### config.mk
export PLATFORM = sky130hd
export DESIGN_NAME = frame_rms_level_meter_db_top
export DESIGN_NICKNAME = d
export VERILOG_FILES = /design/src/design/frmd_pkg.sv /design/src/design/frmd_front.sv /design/src/design/frmd_queue.sv /design/src/design/frmd_back.sv /design/src/design/frame_rms_level_meter_db_top.sv
export SDC_FILE = /design/constraint.sdc
export NUM_CORES = 2
export LEC_CHECK = 0
export ABC_CLOCK_PERIOD_IN_PS = 9700
export BUFFER_PORTS_ARGS = -buffer_cell sky130_fd_sc_hd__buf_2
export CAP_MARGIN = 20
export CORE_ASPECT_RATIO = 1.4
export CORE_MARGIN = 2
export CORE_UTILIZATION = 55
export DETAILED_ROUTE_END_ITERATION = 12
export GPL_TIMING_DRIVEN = 0
export PLACE_DENSITY = 0.78
export SLEW_MARGIN = 30
export SYNTH_ARGS = -nofsm -noshare
export SYNTH_HDL_FRONTEND = slang
export SYNTH_SLANG_ARGS = --single-unit
export TNS_END_PERCENT = 5
### constraint.sdc
create_clock -name clk -period 9.7 [get_ports clk]
set_clock_uncertainty 0.1 [all_clocks]
set_input_delay 0.485 -clock clk [delete_from_list [all_inputs] [get_ports clk]]
set_output_delay 0.485 -clock clk [all_outputs]
set_load 0.03 [all_outputs]
### src/design/frmd_pkg.sv
`default_nettype none
package frmd_pkg;

  localparam int SAMPLE_W  = 16;
  localparam int SQ_W      = 32;
  localparam int SUM_W     = 41;
  localparam int CNT_W     = 11;
  localparam int LEVEL_W   = 11;
  localparam int BAR_W     = 5;
  localparam int FRAC_W    = 16;
  localparam int POS_W     = 6;
  localparam int LG_W      = POS_W + FRAC_W;
  localparam int MANT_W    = 31;
  localparam int DIFF_W    = LG_W + 2;
  localparam int PROD_W    = 48;
  localparam int LVL_RAW_W = PROD_W - 32;

  // 160*log10(2) in Q.16, truncated.
  localparam logic signed [DIFF_W-1:0] DB_PER_LOG2_Q16 = 24'sd3156528;
  // 30 in Q.16: the 2^30 full-scale reference of a squared sample.
  localparam logic signed [DIFF_W-1:0] FULL_SCALE_LG = 24'sd1966080;
  localparam logic signed [LEVEL_W-1:0] LEVEL_FLOOR = -11'sd960;
  localparam logic [LEVEL_W-1:0] FLOOR_BIAS = 11'd960;

  typedef struct packed {
    logic signed [SAMPLE_W-1:0] sample;
    logic                       last_of_frame;
  } in_beat_t;

  typedef struct packed {
    logic signed [LEVEL_W-1:0] level_sixteenths_db;
    logic [BAR_W-1:0]          bar_length;
  } out_beat_t;

  typedef struct packed {
    logic [SUM_W-1:0] square_sum;
    logic [CNT_W-1:0] sample_count;
  } frame_t;

endpackage
`default_nettype wire

### src/design/frmd_front.sv
`default_nettype none
module frmd_front #(
  parameter int MAX_FRAME_SAMPLES = 1024
) (
  input  wire               clk,
  input  wire               rst_n,
  input  frmd_pkg::in_beat_t in_data,
  input  wire               in_valid,
  output logic              in_stall,
  output frmd_pkg::frame_t  frm_data,
  output logic              frm_valid,
  input  wire               frm_full
);
  import frmd_pkg::*;

  logic                       s1_valid_r;
  logic [SQ_W-1:0]            sq_r;
  logic                       last_r;
  logic [SUM_W-1:0]           sum_r;
  logic [CNT_W-1:0]           count_r;
  logic signed [SAMPLE_W-1:0] smp;
  logic signed [SQ_W-1:0]     sq_prod;
  logic [SUM_W-1:0]           sum_nxt;
  logic [CNT_W-1:0]           count_nxt;
  logic                       frame_end;
  logic                       hold;

  assign smp       = in_data.sample;
  assign sq_prod   = smp * smp;
  assign sum_nxt   = sum_r + {{(SUM_W - SQ_W){1'b0}}, sq_r};
  assign count_nxt = count_r + CNT_W'(1);
  assign frame_end = last_r || (count_nxt == CNT_W'(MAX_FRAME_SAMPLES));

  // A finished frame waits in the accumulate stage until the queue has room.
  assign hold      = s1_valid_r && frame_end && frm_full;
  assign in_stall  = hold;
  assign frm_valid = s1_valid_r && frame_end;
  assign frm_data  = '{square_sum: sum_nxt, sample_count: count_nxt};

  always_ff @(posedge clk) begin
    if (!rst_n) begin
      s1_valid_r <= 1'b0;
      sum_r      <= '0;
      count_r    <= '0;
    end else if (!hold) begin
      s1_valid_r <= in_valid;
      if (s1_valid_r) begin
        if (frame_end) begin
          sum_r   <= '0;
          count_r <= '0;
        end else begin
          sum_r   <= sum_nxt;
          count_r <= count_nxt;
        end
      end
    end
  end

  always_ff @(posedge clk) begin
    if (!hold && in_valid) begin
      sq_r   <= SQ_W'(unsigned'(sq_prod));
      last_r <= in_data.last_of_frame;
    end
  end

endmodule
`default_nettype wire

### src/design/frmd_queue.sv
`default_nettype none
module frmd_queue (
  input  wire              clk,
  input  wire              rst_n,
  input  frmd_pkg::frame_t wr_data,
  input  wire              wr_valid,
  output logic             full,
  output frmd_pkg::frame_t rd_data,
  output logic             empty,
  input  wire              rd_pop
);
  import frmd_pkg::*;

  frame_t     mem_r [2];
  logic       wr_ptr_r;
  logic       rd_ptr_r;
  logic [1:0] fill_r;
  logic       push;
  logic       pop;

  assign full    = (fill_r == 2'd2);
  assign empty   = (fill_r == 2'd0);
  assign push    = wr_valid && !full;
  assign pop     = rd_pop && !empty;
  assign rd_data = mem_r[rd_ptr_r];

  always_ff @(posedge clk) begin
    if (!rst_n) begin
      wr_ptr_r <= 1'b0;
      rd_ptr_r <= 1'b0;
      fill_r   <= 2'd0;
    end else begin
      if (push) begin
        wr_ptr_r <= !wr_ptr_r;
      end
      if (pop) begin
        rd_ptr_r <= !rd_ptr_r;
      end
      fill_r <= fill_r + {1'b0, push} - {1'b0, pop};
    end
  end

  always_ff @(posedge clk) begin
    if (push) begin
      mem_r[wr_ptr_r] <= wr_data;
    end
  end

endmodule
`default_nettype wire

### src/design/frmd_back.sv
`default_nettype none
module frmd_back (
  input  wire                clk,
  input  wire                rst_n,
  input  frmd_pkg::frame_t   frm_data,
  input  wire                frm_empty,
  output logic               frm_pop,
  output frmd_pkg::out_beat_t out_data,
  output logic               out_valid,
  input  wire                out_stall
);
  import frmd_pkg::*;

  typedef enum logic [2:0] {
    ST_IDLE,
    ST_NORM,
    ST_SQR,
    ST_MUL,
    ST_DONE
  } state_t;

  state_t                     state_r;
  logic [SUM_W-1:0]           x_r;
  logic [POS_W-1:0]           p_r;
  logic [3:0]                 iter_r;
  logic [MANT_W-1:0]          m_r;
  logic [FRAC_W-1:0]          frac_r;
  logic                       second_r;
  logic                       silent_r;
  logic [LG_W-1:0]            lg_sum_r;
  logic [CNT_W-1:0]           cnt_hold_r;
  logic signed [DIFF_W-1:0]   diff_r;
  logic signed [PROD_W-1:0]   prod_r;
  logic                       out_valid_r;
  out_beat_t                  out_data_r;

  logic [POS_W-1:0]           sh;
  logic                       top_zero;
  logic [SUM_W-1:0]           x_step;
  logic [POS_W-1:0]           p_step;
  logic [2*MANT_W-1:0]        m_sq;
  logic [MANT_W:0]            m_scaled;
  logic                       frac_bit;
  logic [MANT_W-1:0]          m_next;
  logic [FRAC_W-1:0]          frac_next;
  logic [LG_W-1:0]            lg_new;
  logic signed [DIFF_W-1:0]   diff_calc;
  logic signed [PROD_W-1:0]   prod_calc;
  logic signed [LVL_RAW_W-1:0] lvl_raw;
  logic signed [LEVEL_W-1:0]  lvl_clamp;
  logic [LEVEL_W-1:0]         lvl_biased;
  logic                       out_free;
  logic                       out_load;

  // Normalize by a binary search: steps of 32, 16, 8, 4, 2 and 1 bit.
  always_comb begin
    sh       = POS_W'(32) >> iter_r[2:0];
    top_zero = (x_r & ~({SUM_W{1'b1}} >> sh)) == '0;
    x_step   = top_zero ? (x_r << sh) : x_r;
    p_step   = top_zero ? (p_r - sh) : p_r;
  end

  // One fraction bit per squaring of the Q1.30 mantissa.
  always_comb begin
    m_sq      = m_r * m_r;
    m_scaled  = m_sq[2*MANT_W-1:MANT_W-1];
    frac_bit  = m_scaled[MANT_W];
    m_next    = frac_bit ? m_scaled[MANT_W:1] : m_scaled[MANT_W-1:0];
    frac_next = {frac_r[FRAC_W-2:0], frac_bit};
    lg_new    = {p_r, frac_next};
    diff_calc = $signed({2'b00, lg_sum_r}) - $signed({2'b00, lg_new}) - FULL_SCALE_LG;
    prod_calc = diff_r * DB_PER_LOG2_Q16;
  end

  // The arithmetic right shift by 32 is the floor of the scaled product.
  always_comb begin
    lvl_raw = prod_r[PROD_W-1:32];
    if (silent_r || (lvl_raw < LVL_RAW_W'(LEVEL_FLOOR))) begin
      lvl_clamp = LEVEL_FLOOR;
    end else if (lvl_raw > 0) begin
      lvl_clamp = '0;
    end else begin
      lvl_clamp = lvl_raw[LEVEL_W-1:0];
    end
    lvl_biased = lvl_clamp + FLOOR_BIAS;
  end

  assign out_free  = !out_valid_r || !out_stall;
  assign out_load  = (state_r == ST_DONE) && out_free;
  assign frm_pop   = (state_r == ST_IDLE) && !frm_empty;
  assign out_valid = out_valid_r;
  assign out_data  = out_data_r;

  always_ff @(posedge clk) begin
    if (!rst_n) begin
      state_r     <= ST_IDLE;
      out_valid_r <= 1'b0;
    end else begin
      if (out_load) begin
        out_valid_r <= 1'b1;
      end else if (out_valid_r && !out_stall) begin
        out_valid_r <= 1'b0;
      end
      case (state_r)
        ST_IDLE: begin
          if (!frm_empty) begin
            x_r        <= frm_data.square_sum;
            cnt_hold_r <= frm_data.sample_count;
            p_r        <= POS_W'(SUM_W - 1);
            iter_r     <= '0;
            second_r   <= 1'b0;
            silent_r   <= (frm_data.square_sum == '0);
            if (frm_data.square_sum == '0) begin
              state_r <= ST_DONE;
            end else begin
              state_r <= ST_NORM;
            end
          end
        end
        ST_NORM: begin
          x_r <= x_step;
          p_r <= p_step;
          if (iter_r == 4'd5) begin
            m_r     <= x_step[SUM_W-1 -: MANT_W];
            frac_r  <= '0;
            iter_r  <= '0;
            state_r <= ST_SQR;
          end else begin
            iter_r <= iter_r + 4'd1;
          end
        end
        ST_SQR: begin
          m_r    <= m_next;
          frac_r <= frac_next;
          if (iter_r == 4'd15) begin
            iter_r <= '0;
            if (!second_r) begin
              lg_sum_r <= lg_new;
              x_r      <= {{(SUM_W - CNT_W){1'b0}}, cnt_hold_r};
              p_r      <= POS_W'(SUM_W - 1);
              second_r <= 1'b1;
              state_r  <= ST_NORM;
            end else begin
              diff_r  <= diff_calc;
              state_r <= ST_MUL;
            end
          end else begin
            iter_r <= iter_r + 4'd1;
          end
        end
        ST_MUL: begin
          prod_r  <= prod_calc;
          state_r <= ST_DONE;
        end
        ST_DONE: begin
          if (out_free) begin
            out_data_r.level_sixteenths_db <= lvl_clamp;
            out_data_r.bar_length          <= lvl_biased[BAR_W+4:5];
            state_r                        <= ST_IDLE;
          end
        end
        default: begin
          state_r <= ST_IDLE;
        end
      endcase
    end
  end

endmodule
`default_nettype wire

### src/design/frame_rms_level_meter_db_top.sv
`default_nettype none
// Samples are taken one beat per clock; the front stalls only when a frame ends while the
// two-entry frame queue is full. The back end takes one frame at a time from the queue:
// 6 normalize steps and 16 squarings for the sum and again for the count, then the
// multiply; a silent frame skips these steps and goes straight to its result.
// Reset (rst_n low, synchronous) clears both accumulators, the queue and the output
// valid flag.
module frame_rms_level_meter_db_top #(
  parameter int MAX_FRAME_SAMPLES = 1024
) (
  input  wire                 clk,
  input  wire                 rst_n,
  input  frmd_pkg::in_beat_t  in_data,
  input  wire                 in_valid,
  output logic                in_stall,
  output frmd_pkg::out_beat_t out_data,
  output logic                out_valid,
  input  wire                 out_stall
);
  import frmd_pkg::*;

  // Frame totals handed from the accumulating front to the queue.
  frame_t push_data;
  logic   push_valid;
  logic   q_full;

  // Queue head as seen by the level computation in the back.
  frame_t head_data;
  logic   q_empty;
  logic   q_pop;

  // The front squares each sample in one stage and adds it to the running sum in the next.
  // The last beat of a frame, or the beat that fills a frame to the maximum length,
  // pushes the totals.
  frmd_front #(
    .MAX_FRAME_SAMPLES(MAX_FRAME_SAMPLES)
  ) u_front (
    .clk      (clk),
    .rst_n    (rst_n),
    .in_data  (in_data),
    .in_valid (in_valid),
    .in_stall (in_stall),
    .frm_data (push_data),
    .frm_valid(push_valid),
    .frm_full (q_full)
  );

  // Two frames of totals can wait here while the back end works on the logarithms.
  frmd_queue u_queue (
    .clk     (clk),
    .rst_n   (rst_n),
    .wr_data (push_data),
    .wr_valid(push_valid),
    .full    (q_full),
    .rd_data (head_data),
    .empty   (q_empty),
    .rd_pop  (q_pop)
  );

  // The back end computes the level in decibels and the bar length, and holds the result in
  // an output register, so a stalled consumer does not stop the next frame's computation.
  frmd_back u_back (
    .clk      (clk),
    .rst_n    (rst_n),
    .frm_data (head_data),
    .frm_empty(q_empty),
    .frm_pop  (q_pop),
    .out_data (out_data),
    .out_valid(out_valid),
    .out_stall(out_stall)
  );

endmodule
`default_nettype wire
### Word level (Yosys, flattened, before mapping)

Memories as Yosys holds them, arrays and structs flattened. A register that Yosys moved wholly into a read port is not among the register bits.
Index checks and enable logic that the tools add are counted.

| storage, ports and cells | value |
|---|---|
| register bits | 309 |
| RAM bits | 104 |
| input bits | 21 |
| output and inout port bits | 18 |
| word-level logic and storage cells | 138 |
| memories | 1 |

Memory list:

| memory | words | bits a word | read ports | clocked after memory_dff | wr ports | line | text |
|---|---|---|---|---|---|---|---|
| u_queue.mem_r | 2 | 52 | 1 | 1 | 1 | frmd_queue.sv:14 | `frame_t mem_r [2];` |

| cells by class | value |
|---|---|
| $add $sub $neg | 9 |
| multipliers | 3 |
| magnitude comparators | 2 |
| equal/unequal tests | 14 |
| shift operators | 3 |
| muxes and demuxes | 39 |
| bitwise logic cells | 5 |
| reduce and logical (&&, ||, !) cells | 38 |

Operators with widths:

| operator | count |
|---|---|
| 41-bit two-way mux | 5 |
| 41-bit case mux with 3 select lines | 1 |
| 41-bit logical NOT | 2 |
| 31-bit by 31-bit multiplier with 62-bit output | 1 |
| 31-bit two-way mux | 2 |
| 31-bit case mux with 2 select lines | 1 |
| 24-bit by 19-bit multiplier with 43-bit output, second input constant | 1 |
| 41-bit by 32-bit adder with 41-bit output | 1 |
| 41-bit AND | 1 |
| 41-bit NOT | 1 |
| 41-bit by 6-bit << shifter with 41-bit output | 1 |
| 41-bit by 6-bit right shift with 41-bit output, first input constant | 1 |
| 11-bit two-way mux | 3 |
| 16-bit by 16-bit multiplier with 32-bit output | 1 |
| 15-bit case mux with 2 select lines | 1 |
| 6-bit two-way mux | 4 |
| 24-bit by 22-bit subtractor with 24-bit output, second input constant | 1 |
| 22-bit by 22-bit subtractor with 23-bit output | 1 |
| 6-bit case mux with 3 select lines | 1 |
| 4-bit AND reduction | 4 |
| 15-bit by 1-bit > comparator with 1-bit output, second input constant | 1 |
| 15-bit by 11-bit < comparator with 1-bit output, second input constant | 1 |
| 15-bit two-way mux | 1 |
| 3-bit two-way mux | 5 |
| other kinds (34) | 71 |

### Logic depth before layout (Yosys ltp)

| logic depth | value |
|---|---|
| depth in word-level cells | 8 |
| gate-level depth with buffers | 43 |

### Hierarchy

Synthesis repeated with hierarchy kept, for this count alone.

| unflattened totals | value |
|---|---|
| cell total of the unflattened synthesis | 6527 |
| area, all modules | 63744.9 um^2 |

By module, submodules not included:

| module | instances | cells an instance | area an instance (um^2) |
|---|---|---|---|
| frmd_back | 1 | 4812 | 45489.9 |
| frmd_front | 1 | 1526 | 14013.4 |
| frmd_queue | 1 | 189 | 4241.6 |

### Least setup slack after synthesis

OpenSTA, ideal clock, no wires.

| path | value |
|---|---|
| path type | register to register |
| start | register u_back.m_r[12] |
| end | register u_back.diff_r[22] (data pin) |
| data arrival time | 9.663 ns |
| data required time | 9.341 ns |
| slack | -0.322 ns |
| cell stages (with the launch flop) | 40 |
| buffers on the path | 3 |
| period minus slack after synthesis | 10.022 ns |
| cells stage by stage | edfxtp_1 > clkbuf_1 > clkbuf_1 > nand2_1 > fa_1 > fa_1 > inv_1 > fa_1 > inv_1 > fa_1 > inv_1 > fa_1 > fa_1 > fa_1 > inv_1 > fa_1 > inv_1 > ha_1 > [... 4 more ...] > a211oi_2 > o21ai_2 > a211oi_2 > xnor2_2 > clkinv_2 > buf_6 > ha_1 > inv_1 > fa_1 > a21o_1 > a21oi_1 > nor2b_1 > o311ai_1 > a221oi_1 > a221oi_1 > xnor2_1 > a41oi_1 > xnor2_1 |

| on the way | value |
|---|---|
| longest elaborated chain between the ends | 3 |

Ends and longest elaborated chain:

| what | line | text |
|---|---|---|
| start, declared | frmd_back.sv:26 | `logic [MANT_W-1:0] m_r;` |
| start signal, assigned | frmd_back.sv:124 | `m_r <= x_step[SUM_W-1 -: MANT_W];` |
| start signal, assigned | frmd_back.sv:133 | `m_r <= m_next;` |
| 31-bit by 31-bit multiplier with 62-bit output | frmd_back.sv:65 | `m_sq = m_r * m_r;` |
| via u_back.m_sq[61] | frmd_back.sv:41 | `logic [2*MANT_W-1:0] m_sq;` |
| 22-bit by 22-bit subtractor with 23-bit output | frmd_back.sv:71 | `diff_calc = $signed({2'b00, lg_sum_r}) - $signed({2'b00, lg_new}) - FULL_SCALE_LG;` |
| 24-bit by 22-bit subtractor with 24-bit output | frmd_back.sv:71 |  |
| via u_back.diff_calc[22] | frmd_back.sv:47 | `logic signed [DIFF_W-1:0] diff_calc;` |
| end signal, assigned | frmd_back.sv:144 | `diff_r <= diff_calc;` |
| end, declared | frmd_back.sv:32 | `logic signed [DIFF_W-1:0] diff_r;` |

The timed path passes the listed nets, and every way through them passes these cells.
A chain may end at the register's enable or synchronous reset.

### Worst setup path after layout

| path | value |
|---|---|
| start | register u_back.m_r[30] |
| end | register u_back.diff_r[21] (data pin) |

Same word-level chain as after synthesis.

==> results.ini <==
[sta]
tns_ns = -4.983
holdWs_ns = 0.07363
rsz0062_at_grt = true
slew_headroom_pct = 33.15
hold_viol = 0
setup_slack_ns = -0.7559
fmax_mhz = 95.64
worst_slew_pin_slew_ns = 0.9956
period_needed_ns = 10.46
maxSlewViolCount = 0
setup_viol = 11
period_share_pct = 107.8

[clock_network]
cts.sinks = 384
root_buffer = clkbuf_16
clkTransAtPathRegs_ns = 0.07
htreeDepth = 2
clk_path_buf_depth = 3
cts_tree = built
cts_buffers = 42
clk_latency_ns = 0.63

[placement]
post-place-ws_ns = -2.568
place_hpwl_mm = 153.5
io_buffers = 35
place_congestion = 1.060

[critical_path]
cp.required_ns = 9.92
arrival_ns = 10.68
critPathKind = flip-flop to flip-flop
cpMostUsedCell = fa_1
worst_path_largest_cell_delay_ns = 0.55
critPathSlowestCell = fa_1
path_max_fanout = 10
end_kind = flip-flop
cp-start-kind = flip-flop

[yosys]
syn_nets = 8008
synth.most_common_cell = inv_1
synth_cell_type_count = 90
synth_top_cell_by_area = fa_1
synth-edff-count = 322
synth_common_cells = 1543 x inv_1, 1097 x fa_1, 612 x ha_1
netlist.area_leader.share_pct = 35.39
ys.flop_type = edfxtp_1
ys_warn_count = 0
synth-async-reset-ratio_pct = 0
seq_area_frac_synth_pct = 17.58
synth_seq_cells = 384
netlist_area_um2 = 62060
synth_area_leaders = fa_1 35%, edfxtp_1 16%, ha_1 12%
syn_avg_cell_area_um2 = 9.885
synthCells = 6278

[floorplanning]
die_area_um2 = 115600
die_h_um = 401.4
io_pins = 39
die_x_um = 287.9
placementRows = 145
start_util_pct = 55.53
coreArea_um2 = 111800

[finish]
layout-drive-gt1-share_pct = 8.268
final_core_util_pct = 61.07
n_fill_cell = 9090
synthToLayoutAreaGrowth_pct = 9.976
nNetsFinal = 8217

[routing]
drc = 0
viasPerCell = 5.821
wirelength_mm = 190.1
firstDrtPassIters = 8
drtIter0Drc = 3936
ant_nets = 0
wire_per_inst_um = 23.78
via_count = 46540

[run_status]
outcome = finished, violations left
failed_checks = setup timing

[run]
cap_violations = 0

[worst_hold_path]
holdCritPathClass = primary input to flip-flop

[global_route]
antenna_found_initial = 8
overflow = 0
grt_pass1_wl_mm = 290.5
grt.total_usage_pct = 33.69
grt_pass1_vias = 50900
grt_max_degree = 33

stage by stage:
| step | std cells | instance area, µm² |
|---|---|---|
| 3_3_place_gp | 7783 | 64160 |
| 3_5_place_dp | 7795 | 64440 |
| 5_1_grt | 7989 | 68230 |
| 6_report | 7995 | 68250 |
| 2_1_floorplan | 6278 | 62140 |
| 4_1_cts | 7976 | 67840 |
kinds of logic (layout without fill, tap and decap cells):
kind of cell / Yosys count / in the layout / share of synthesized area, %
buffers and inverters: 1761 / 2002 / 10.79
adders and majority gates: 1709 / 1709 / 47.73
and+or+nand+nor: 1315 / 1315 / 10.12
AOI/OAI and AO/OA: 732 / 732 / 7.831
DFF: 384 / 384 / 17.58
xor gates and xnor gates: 200 / 200 / 2.835
muxes: 176 / 176 / 3.107
other: 1 / 7 / 0.006043
metal layers:
layer  part of all wire (%)  GRT usage (%)
met5                  0.031              0
met1                     32          35.56
met3                    7.7          6.222
met2                     50          58.02
met4                     10          27.96
state kept, by name, summed over array words and instances, names as in the netlist, 2 cells and up, named ones only:
register,count
u_back.p_r,6
u_queue.fill_r,2
u_back.lg_sum_r,22
u_front.sq_r,31
u_back.state_r,3
u_front.sum_r,41
u_back.cnt_hold_r,11
u_back.x_r,41
u_back.frac_r,15
u_back.out_data,15
u_back.diff_r,24
u_front.count_r,11
u_queue.mem_r,104
u_back.m_r,31
u_back.iter_r,4
u_back.prod_r,15
layout make-up:
type / count / area (µm²) / share of cell area (%)
inverters: 1552 / 5867 / 8.596
multi-input cells: 4133 / 45030 / 65.98
diodes: 6 / 15.01 / 0.02200
clock buffers: 53 / 1112 / 1.630
flip-flops and latches: 384 / 10910 / 15.99
plain buffers: 202 / 1704 / 2.497
clock inverters: 23 / 296.5 / 0.4345
repair buffers: 172 / 1475 / 2.161
well taps: 1470 / 1839 / 2.695
cells in the final DEF (no fill, tap or decap), types with 14 or more instances in the layout:
cell / synthesis / routed
a211oi_1: 20 / 19
a21o_1: 73 / 73
a21oi_1: 206 / 194
a22o_1: 17 / 17
a22oi_1: 34 / 34
a31oi_1: 19 / 19
and2_1: 235 / 230
and3_1: 40 / 38
buf_2: 18 / 54
buf_4: 6 / 115
buf_6: 5 / 15
clkbuf_1: 168 / 91
clkbuf_16: 0 / 63
clkbuf_8: 0 / 29
clkinvlp_4: 0 / 14
dfxtp_1: 62 / 62
edfxtp_1: 322 / 322
fa_1: 1097 / 1085
ha_1: 612 / 595
inv_1: 1543 / 1524
mux2_2: 23 / 23
mux2i_1: 142 / 142
nand2_1: 487 / 475
nand2b_1: 34 / 34
nand3_1: 69 / 68
nand4_1: 35 / 35
nor2_1: 259 / 245
nor2b_1: 42 / 40
nor3_1: 36 / 34
nor4_1: 32 / 31
o211ai_1: 18 / 18
o21a_1: 19 / 18
o21ai_0: 123 / 120
o21bai_1: 21 / 21
o221ai_1: 15 / 15
o22ai_1: 37 / 37
xnor2_1: 136 / 134
xor2_1: 63 / 63
repair_timing:
action | CTS | global route
hold buffers | 2 | 0
setup buffers | 107 | 16
hold endpoints to repair | 2 | 0
setup endpoints to repair | 57 | 20
resized for setup | 263 | 67
pin swaps | 53 | 38
gates cloned | 1 | 0
worst max-delay path: cells and delay by family, from the launching register on:
kind / cells / cell delay, ns
adders and majority gates: 12 / 4.72
AOI/OAI and AO/OA: 12 / 2.32
buffers and inverters: 11 / 1.56
xor gates and xnor gates: 3 / 0.50
and+or+nand+nor: 3 / 0.49
DFF: 1 / 0.43
worst paths after layout:
path	start	endpoint	slack [ns]	cells past startpoint
min reg2reg	u_front.sum_r[38]$_SDFFE_PN0P_	u_front.sum_r[38]$_SDFFE_PN0P_	0.34	1
max reg2reg	u_back.m_r[30]$_DFFE_PP_	u_back.diff_r[21]$_DFFE_PP_	-0.76	41
max	u_back.m_r[30]$_DFFE_PP_	u_back.diff_r[21]$_DFFE_PP_	-0.76	41
min	in_data[1]	u_front.sq_r[0]$_DFFE_PP_	0.07	1
Power is left out: the tool's default activity adds up to more than one toggle a clock period on the data nets, which glitch-free logic cannot reach.
